### config.mk
export PLATFORM = sky130hd
export DESIGN_NAME = button_press_qualifier
export DESIGN_NICKNAME = d
export VERILOG_FILES = /design/src/hw/rtl/bpq_pkg.sv /design/src/hw/rtl/button_press_qualifier.sv
export SDC_FILE = /design/constraint.sdc
export NUM_CORES = 1
export LEC_CHECK = 0
export ABC_CLOCK_PERIOD_IN_PS = 11200
export BUFFER_PORTS_ARGS = -buffer_cell sky130_fd_sc_hd__clkbuf_2
export CELL_PAD_IN_SITES_DETAIL_PLACEMENT = 1
export CELL_PAD_IN_SITES_GLOBAL_PLACEMENT = 2
export CORE_UTILIZATION = 43
export DETAILED_ROUTE_END_ITERATION = 6
export PLACE_DENSITY = 0.81
export RECOVER_POWER = 50
export SKIP_LAST_GASP = 1
export SLEW_MARGIN = 0
export SYNTH_ARGS = -nofsm -noshare
export SYNTH_HDL_FRONTEND = slang
export SYNTH_SLANG_ARGS = --single-unit
### constraint.sdc
create_clock -name clk_i -period 11.2 [get_ports clk_i]
set_clock_uncertainty 0.2 [all_clocks]
set_input_delay 0.56 -clock clk_i [delete_from_list [all_inputs] [get_ports clk_i]]
set_output_delay 0.56 -clock clk_i [all_outputs]
set_load 0.05 [all_outputs]
### src/hw/rtl/bpq_pkg.sv
// Package for the button press qualifier: modes, register indexes, entry layout, defaults.
`timescale 1ns / 1ps

package bpq_pkg;

  // Request modes, carried on the slave tuser.
  typedef enum logic [1:0] {
    MODE_SAMPLE = 2'd0,
    MODE_READ   = 2'd1,
    MODE_INIT   = 2'd2
  } mode_e;

  // Configuration register indexes.
  localparam int unsigned CfgAddrW       = 1;
  localparam logic [CfgAddrW-1:0] CFG_DEBOUNCE   = 1'd0;
  localparam logic [CfgAddrW-1:0] CFG_LONG_PRESS = 1'd1;
  localparam int unsigned CfgDataW       = 16;

  localparam logic [CfgDataW-1:0] DEBOUNCE_RST   = 16'd50;
  localparam logic [CfgDataW-1:0] LONG_PRESS_RST = 16'd1000;

  // Clear mask bit positions in read mode.
  localparam int unsigned CLR_SHORT   = 0;
  localparam int unsigned CLR_RELEASE = 1;
  localparam int unsigned CLR_LONG    = 2;

  localparam int unsigned ButtonsDefault = 8;
  localparam int unsigned ButtonW        = 4;
  localparam int unsigned TimeW          = 32;

  // Per-button state word held in the state memory.
  typedef struct packed {
    logic             held;
    logic             prior;
    logic             short_latch;
    logic             release_latch;
    logic             long_latch;
    logic             long_done;
    logic             press_timing;
    logic [TimeW-1:0] change_time;
    logic [TimeW-1:0] press_time;
  } entry_t;

endpackage

### src/hw/rtl/button_press_qualifier.sv
// Top level: debounce and long-press qualifier over a per-button state memory.
// Requests pass the update stage registers, then the output register. Throughput: one request
// per cycle while m_axis_tready is high; the state memory read is registered and the write-back of
// the previous request is forwarded when both touch the same button.
// Reset: config returns to 50 ms debounce and 1000 ms long press, entry valid bits
// clear so every button reads as all zeros; no clearing pass is needed.
`timescale 1ns / 1ps

module button_press_qualifier #(
  parameter int unsigned BUTTONS = bpq_pkg::ButtonsDefault
) (
  input  logic                         clk_i,
  input  logic                         rst_ni,
  // configuration writes
  input  logic                         cfg_we_i,
  input  logic [bpq_pkg::CfgAddrW-1:0] cfg_addr_i,
  input  logic [bpq_pkg::CfgDataW-1:0] cfg_wdata_i,
  // request stream
  input  logic                         s_axis_tvalid,
  output logic                         s_axis_tready,
  input  logic [39:0]                  s_axis_tdata,  // button[3:0], pin_level[4],
                                                      // time_ms[36:5], clear_mask[39:37]
  input  logic [1:0]                   s_axis_tuser,  // mode[1:0]
  // result stream
  output logic                         m_axis_tvalid,
  input  logic                         m_axis_tready,
  output logic [7:0]                   m_axis_tdata   // held[0], short_press[1],
                                                      // release_seen[2], long_press[3], zeros
);

  localparam int unsigned IdxW = (BUTTONS > 1) ? $clog2(BUTTONS) : 1;

  // ---------------- configuration ----------------
  logic [bpq_pkg::CfgDataW-1:0] debounce_q, long_press_q;

  always_ff @(posedge clk_i or negedge rst_ni) begin
    if (!rst_ni) begin
      debounce_q   <= bpq_pkg::DEBOUNCE_RST;
      long_press_q <= bpq_pkg::LONG_PRESS_RST;
    end else if (cfg_we_i) begin
      unique case (cfg_addr_i)
        bpq_pkg::CFG_DEBOUNCE:   debounce_q   <= cfg_wdata_i;
        bpq_pkg::CFG_LONG_PRESS: long_press_q <= cfg_wdata_i;
        default: ;
      endcase
    end
  end

  // ---------------- request fields ----------------
  logic [bpq_pkg::ButtonW-1:0] in_button;
  logic                        in_pin;
  logic [bpq_pkg::TimeW-1:0]   in_time;
  logic [2:0]                  in_mask;
  logic                        in_hit;
  logic [IdxW-1:0]             in_idx;
  logic                        in_acc;

  assign in_button = s_axis_tdata[3:0];
  assign in_pin    = s_axis_tdata[4];
  assign in_time   = s_axis_tdata[36:5];
  assign in_mask   = s_axis_tdata[39:37];
  assign in_hit    = ({1'b0, in_button} < 5'(BUTTONS));
  assign in_idx    = IdxW'(in_button);
  assign in_acc    = s_axis_tvalid && s_axis_tready;

  // ---------------- update stage registers ----------------
  logic                      s1_valid_q;
  logic [1:0]                s1_mode_q;
  logic                      s1_hit_q;
  logic [IdxW-1:0]           s1_idx_q;
  logic                      s1_pressed_q;
  logic [bpq_pkg::TimeW-1:0] s1_time_q;
  logic [2:0]                s1_mask_q;

  logic                      out_valid_q;
  logic [3:0]                out_data_q;

  logic                      s1_fire;
  logic                      wr_en;
  bpq_pkg::entry_t           wr_entry;

  assign s1_fire       = s1_valid_q && (!out_valid_q || m_axis_tready);
  assign s_axis_tready = !s1_valid_q || s1_fire;

  // ---------------- state memory ----------------
  bpq_pkg::entry_t           mem [BUTTONS];
  logic [BUTTONS-1:0]        vld_q;
  bpq_pkg::entry_t           rd_data_q;
  logic                      rd_vld_q;
  logic                      fwd_q;
  bpq_pkg::entry_t           fwd_data_q;

  always_ff @(posedge clk_i) begin
    if (wr_en) begin
      mem[s1_idx_q] <= wr_entry;
    end
    if (in_acc) begin
      rd_data_q <= mem[in_idx];
    end
  end

  // Valid bits stand in for the all-zero reset of the memory.
  always_ff @(posedge clk_i or negedge rst_ni) begin
    if (!rst_ni) begin
      vld_q    <= '0;
      rd_vld_q <= 1'b0;
      fwd_q    <= 1'b0;
    end else begin
      if (wr_en) begin
        vld_q[s1_idx_q] <= 1'b1;
      end
      if (in_acc) begin
        rd_vld_q <= vld_q[in_idx];
        // write to the same button this edge is missed by the read: forward it
        fwd_q    <= wr_en && (s1_idx_q == in_idx);
      end
    end
  end

  always_ff @(posedge clk_i) begin
    if (in_acc) begin
      fwd_data_q <= wr_entry;
    end
  end

  always_ff @(posedge clk_i or negedge rst_ni) begin
    if (!rst_ni) begin
      s1_valid_q <= 1'b0;
    end else if (s_axis_tready) begin
      s1_valid_q <= s_axis_tvalid;
    end
  end

  always_ff @(posedge clk_i) begin
    if (in_acc) begin
      s1_mode_q    <= s_axis_tuser;
      s1_hit_q     <= in_hit;
      s1_idx_q     <= in_idx;
      s1_pressed_q <= ~in_pin;
      s1_time_q    <= in_time;
      s1_mask_q    <= in_mask;
    end
  end

  // ---------------- read-modify-write ----------------
  bpq_pkg::entry_t           cur;
  bpq_pkg::entry_t           nxt;
  logic [3:0]                res;
  logic                      mode_ok;
  logic [bpq_pkg::TimeW-1:0] chg_diff;
  logic [bpq_pkg::TimeW-1:0] prs_diff;

  always_comb begin
    if (fwd_q) begin
      cur = fwd_data_q;
    end else if (rd_vld_q) begin
      cur = rd_data_q;
    end else begin
      cur = '0;
    end
  end

  always_comb begin
    nxt      = cur;
    mode_ok  = 1'b1;
    res      = '0;
    chg_diff = s1_time_q - cur.change_time;
    prs_diff = '0;
    unique case (s1_mode_q)
      bpq_pkg::MODE_SAMPLE: begin
        if ((s1_pressed_q != cur.held) &&
            (chg_diff > {{(bpq_pkg::TimeW-bpq_pkg::CfgDataW){1'b0}}, debounce_q})) begin
          nxt.prior       = cur.held;
          nxt.held        = s1_pressed_q;
          nxt.change_time = s1_time_q;
          if (s1_pressed_q) begin
            nxt.press_time    = s1_time_q;
            nxt.press_timing  = 1'b1;
            nxt.long_done     = 1'b0;
            nxt.short_latch   = 1'b1;
            nxt.long_latch    = 1'b0;
          end else begin
            nxt.release_latch = 1'b1;
            nxt.press_timing  = 1'b0;
            nxt.press_time    = '0;
            if (cur.long_done) begin
              nxt.long_done   = 1'b0;
              nxt.short_latch = 1'b0;
            end
          end
        end
        prs_diff = s1_time_q - nxt.press_time;
        if (nxt.held && !nxt.long_done && nxt.press_timing &&
            (prs_diff >= {{(bpq_pkg::TimeW-bpq_pkg::CfgDataW){1'b0}}, long_press_q})) begin
          nxt.long_latch  = 1'b1;
          nxt.long_done   = 1'b1;
          nxt.short_latch = 1'b0;
        end
        res = {nxt.long_latch, nxt.release_latch, nxt.short_latch, nxt.held};
      end
      bpq_pkg::MODE_READ: begin
        res = {cur.long_latch, cur.release_latch, cur.short_latch, cur.held};
        if (s1_mask_q[bpq_pkg::CLR_SHORT])   nxt.short_latch   = 1'b0;
        if (s1_mask_q[bpq_pkg::CLR_RELEASE]) nxt.release_latch = 1'b0;
        if (s1_mask_q[bpq_pkg::CLR_LONG])    nxt.long_latch    = 1'b0;
      end
      bpq_pkg::MODE_INIT: begin
        nxt               = '0;
        nxt.held          = s1_pressed_q;
        nxt.prior         = s1_pressed_q;
        nxt.change_time   = s1_time_q;
        res = {3'b000, s1_pressed_q};
      end
      default: begin
        mode_ok = 1'b0;
      end
    endcase
    if (!s1_hit_q) begin
      res = '0;
    end
  end

  assign wr_en    = s1_fire && s1_hit_q && mode_ok;
  assign wr_entry = nxt;

  // ---------------- output register ----------------
  always_ff @(posedge clk_i or negedge rst_ni) begin
    if (!rst_ni) begin
      out_valid_q <= 1'b0;
    end else if (!out_valid_q || m_axis_tready) begin
      out_valid_q <= s1_valid_q;
    end
  end

  always_ff @(posedge clk_i) begin
    if (s1_fire) begin
      out_data_q <= (mode_ok ? res : 4'b0000);
    end
  end

  assign m_axis_tvalid = out_valid_q;
  assign m_axis_tdata  = {4'b0000, out_data_q};

endmodule
==> impl.org <==
** GRT
- The number of global-route vias before repair was about 23000.
- Global-route wire length before repair :: roughly 140 mm
- Initial antenna violation count :: 1
- For this run the aggregate overflow at the end of global routing stands at 0.
- GRT Total Usage :: 0.2299
- Maximum number of pins on one net before global-route repair :: around 120

** Routing
- Aggregate routed wire length :: 96.77 mm
- Met3 WL :: between 5 and 6 mm
- Post-DR wirelength/cell :: 27.16 µm
- Highest signal layer in the routed design :: met4
- Metal2 WL :: 47.70 mm
- DR iter-0 viols :: 1674
- DRT Pass-1 Iters :: 5
- Across all layers, the routed design uses 21194 vias.
- For this run, design rule violations remaining after detail routing come to 0.
- Routed via count divided by cell count :: 5.948
- Antenna violation net count after detailed routing :: 0
- The detailed router put a total of 41.95 mm of wire on met1.

** CTS
- CTS clk-pin slew, worst paths :: 0.06 ns
- Clock net sink count :: 790
- The clock reaches the later pin of the worst-skew pair after 0.65 ns.
- TritonCTS built the clock tree.
- Count of H-tree levels built during CTS :: 3
- TritonCTS created 85 clock buffers.
- Longest Clk Path Bufs :: 3
- Clock tree synthesis selected as its root buffer the cell clkbuf_16.

** Die
- From bottom edge to top edge, the die measures between 200 and 300 µm.
- In this run the core area contains 105 standard-cell rows.
- Die W :: about 290 µm
- Number of I/O pins :: 74
- Initial Utilization :: 0.4341
- Area of the die :: 84040 µm²
- Area of the placeable core :: 82110 µm²

** Setup path
- Of all nets on the critical path, the largest fanout is 21.
- Crit path arrival time :: 10.86 ns
- Most Frequent Cell on Critical Path :: ha_1
- Required time of the worst setup path :: 11.30 ns
- Max stage delay on crit path :: 0.53 ns
- The worst setup path is launched from a flop.
- The worst setup path is captured at a flop.
- The critical path is of the flop to flop type.
- Critical Path Slowest Stage Cell :: dfrtp_4

** Final layout
- The number of antenna diodes in the final layout is 0.
- The area growth from synthesis to layout is 15.12%.
- Core Util, Final :: 0.4997
- Layout cell share with drive strength beyond 1 :: 0.2250
- In the final design database the tool counted 2574 nets.
- Fill cells in the final layout number 7815.

** Placed design
- The wire-length estimate of the detail-placed layout is 62.55 mm.
- Worst-case setup slack after placement :: -0.5561 ns
- I/O Buffers :: 69
- Routability congestion estimate from global placement :: 0.9246

** STA
- Total count of max-transition violations in the final report :: 1051
- Measured slew at the worst slew-check pin :: 6.052 ns
- Least setup slack across all paths after layout :: 0.4408 ns
- Final Hold Viols :: 0
- Max-Slew Margin vs Limit :: -3.035
- In the finished design, the share of the clock period the worst path needs comes to 0.9606.
- Setup Total Neg Slack :: 0 ns
- Post-route minimum period :: 10.76 ns
- Number of setup violations in the final report :: 0
- Maximum clock frequency :: 92.94 MHz

** Pwr
- Proportion of total power due to net switching :: 0.2831
- The share of total power dissipated in sequential elements is 0.448.
- Internal power contribution :: 0.005665 W
- P_leak :: around 14 nW
- Power spread over the standard cell area amounts to 192.6 nW/µm².
- The analysis attributes to net switching a power of about 0.0022 W.
- The share of total power dissipated in the clock network is 0.351.
- VDD sags by at most 128.5 µV.
- Of the total power, combinational logic draws 0.201.

** Flow run
- Across the run, the number of max-cap violations was 23.

** Synthesis
- Counting flops with a built-in enable in the synthesized netlist gives between 700 and 800.
- In the synthesized netlist, the cells that appear most often are edfxtp_1, mux4_2, nand2_1, mux2_2, ha_1.
- The share of the Yosys chip area taken by registers is 0.6597.
- For this run, asynchronously set or reset flops after synthesis account for 0.05570.
- A synthesized cell averages around 16 µm².
- Yosys top cell area share :: 0.6285
- The most used flip-flop cell after synthesis is edfxtp_1.
- Count of state elements after synthesis :: 790
- Post-synth design cell area :: 35640 µm²
- Distinct cell type count after synthesis :: 95
- Number of synthesis warnings :: 0
- Synthesis handed over a netlist of 2232 instances.
- Biggest area contributors in the synthesized netlist :: edfxtp_1, mux4_2, ha_1
- edfxtp_1 takes more of the synthesized area than any other cell.
- Most frequently used cell type in the post-synthesis netlist :: edfxtp_1

** Outcome
- Failing checks :: max-capacitance violations, max-slew violations
- Status :: finished, violations left

** Hold path
- The min-delay analysis places its worst path in the category primary input to flop.
critical path, delay by kind of cell, from the launching register on:
| family | cells | cell delay (ns) |
|---|---|---|
| AND/OR/NAND/NOR | 18 | 3.50 |
| AO/OA/AOI/OAI | 17 | 3.04 |
| adder cells (fa/ha/maj) | 7 | 1.96 |
| buffers and inverters | 6 | 0.84 |
| flip-flops | 1 | 0.53 |
| XOR/XNOR | 2 | 0.29 |
power groups by stage:
stage | Sequential [W] | Combinational [W] | Clock [W]
final | 0.00354 | 0.00159 | 0.00277
after global routing | 0.00355 | 0.00173 | 0.00292
after CTS | 0.00353 | 0.00153 | 0.00282
after detailed placement | 0.00359 | 0.00149 | 0
after global placement | 0.00358 | 0.00144 | 0
after floorplan | 0.00357 | 0.000961 | 0
layout make-up:
type,instances,area (µm²),share of cell area
multi-input combinational,1250,11530,0.2811
tap,1070,1339,0.03263
clock buffer,103,2298,0.05602
clock inverter,52,473.0,0.01153
sequential,790,23520,0.5732
inverter,81,305.3,0.007440
timing repair buffer,217,1564,0.03812
kinds of logic (layout without fill, tap and decap cells):
group                      after synthesis  in the layout  share of synthesized area
DFF                                    790            790                     0.6597
AOI/OAI and AO/OA                      448            448                    0.08783
and+or+nand+nor                        389            389                    0.05680
muxes                                  269            269                     0.1287
buffers and inverters                  195            453                    0.02292
adders and majority gates               95             95                    0.03286
xor gates and xnor gates                45             45                    0.01106
other                                    1              4                  0.0001052
path summary, 6_finish.rpt:
path,from,to,slack [ns],depth (start not counted)
max reg2reg,fwd_q,mem[4][66],0.44,50
min in group asynchronous,rst_ni,long_press_q[1],1.21,3
min reg2reg,vld_q[7],vld_q[7],0.26,1
max in group asynchronous,rst_ni,fwd_q,7.70,3
min,m_axis_tready,m_axis_tvalid,0.04,3
max,fwd_q,mem[4][66],0.44,50
layer usage:
layer | GRT usage | vias to the layer above
met5 | 0 | -
met4 | 0.06136 | 0
met3 | 0.03562 | 108
met2 | 0.3827 | 576
met1 | 0.3155 | 11207
li1 | - | 9303
state kept, by name, summed over array words and instances (netlist names), 2 cells and up:
name and count:
out_data_q 4, debounce_q 16, rd_data_q 70, fwd_data_q 70
mem 560, s1_time_q 32, s1_idx_q 3, s1_mask_q 3
vld_q 8, long_press_q 16, s1_mode_q 2
repair_timing:
item,CTS,global route
setup endpoints to repair,29,29
resized for setup,11,40
hold endpoints to repair,107,0
hold buffers,57,0
pin swaps,4,20
buffers inserted,2,7
cells in the final DEF (no fill, tap or decap), types with 43 or more instances in the layout:
cell / netlist / routed
edfxtp_1: 746 / 746
mux4_2: 142 / 142
nand2_1: 136 / 136
clkbuf_16: 0 / 88
mux2_2: 89 / 84
ha_1: 84 / 83
inv_1: 80 / 79
o21ai_0: 83 / 75
buf_4: 5 / 68
a21oi_1: 70 / 65
dlygate4sd3_1: 0 / 57
clkbuf_2: 0 / 54
a22oi_1: 48 / 48
nor2_1: 51 / 47
clkbuf_1: 69 / 43
stage by stage:
stage	power, W	cells	hold slack, ns	instance area, µm²
detailed placement	0.005084	3342	0.2520	37550
global placement	0.005017	3342	0.2456	37550
floorplan	0.004527	2235	0.06441	35650
CTS	0.007883	3556	0.01234	40960
global route	0.008193	3563	0.07102	41030
finish	0.007901	3563	0.04016	41030
(Power assumes the default switching activity.)
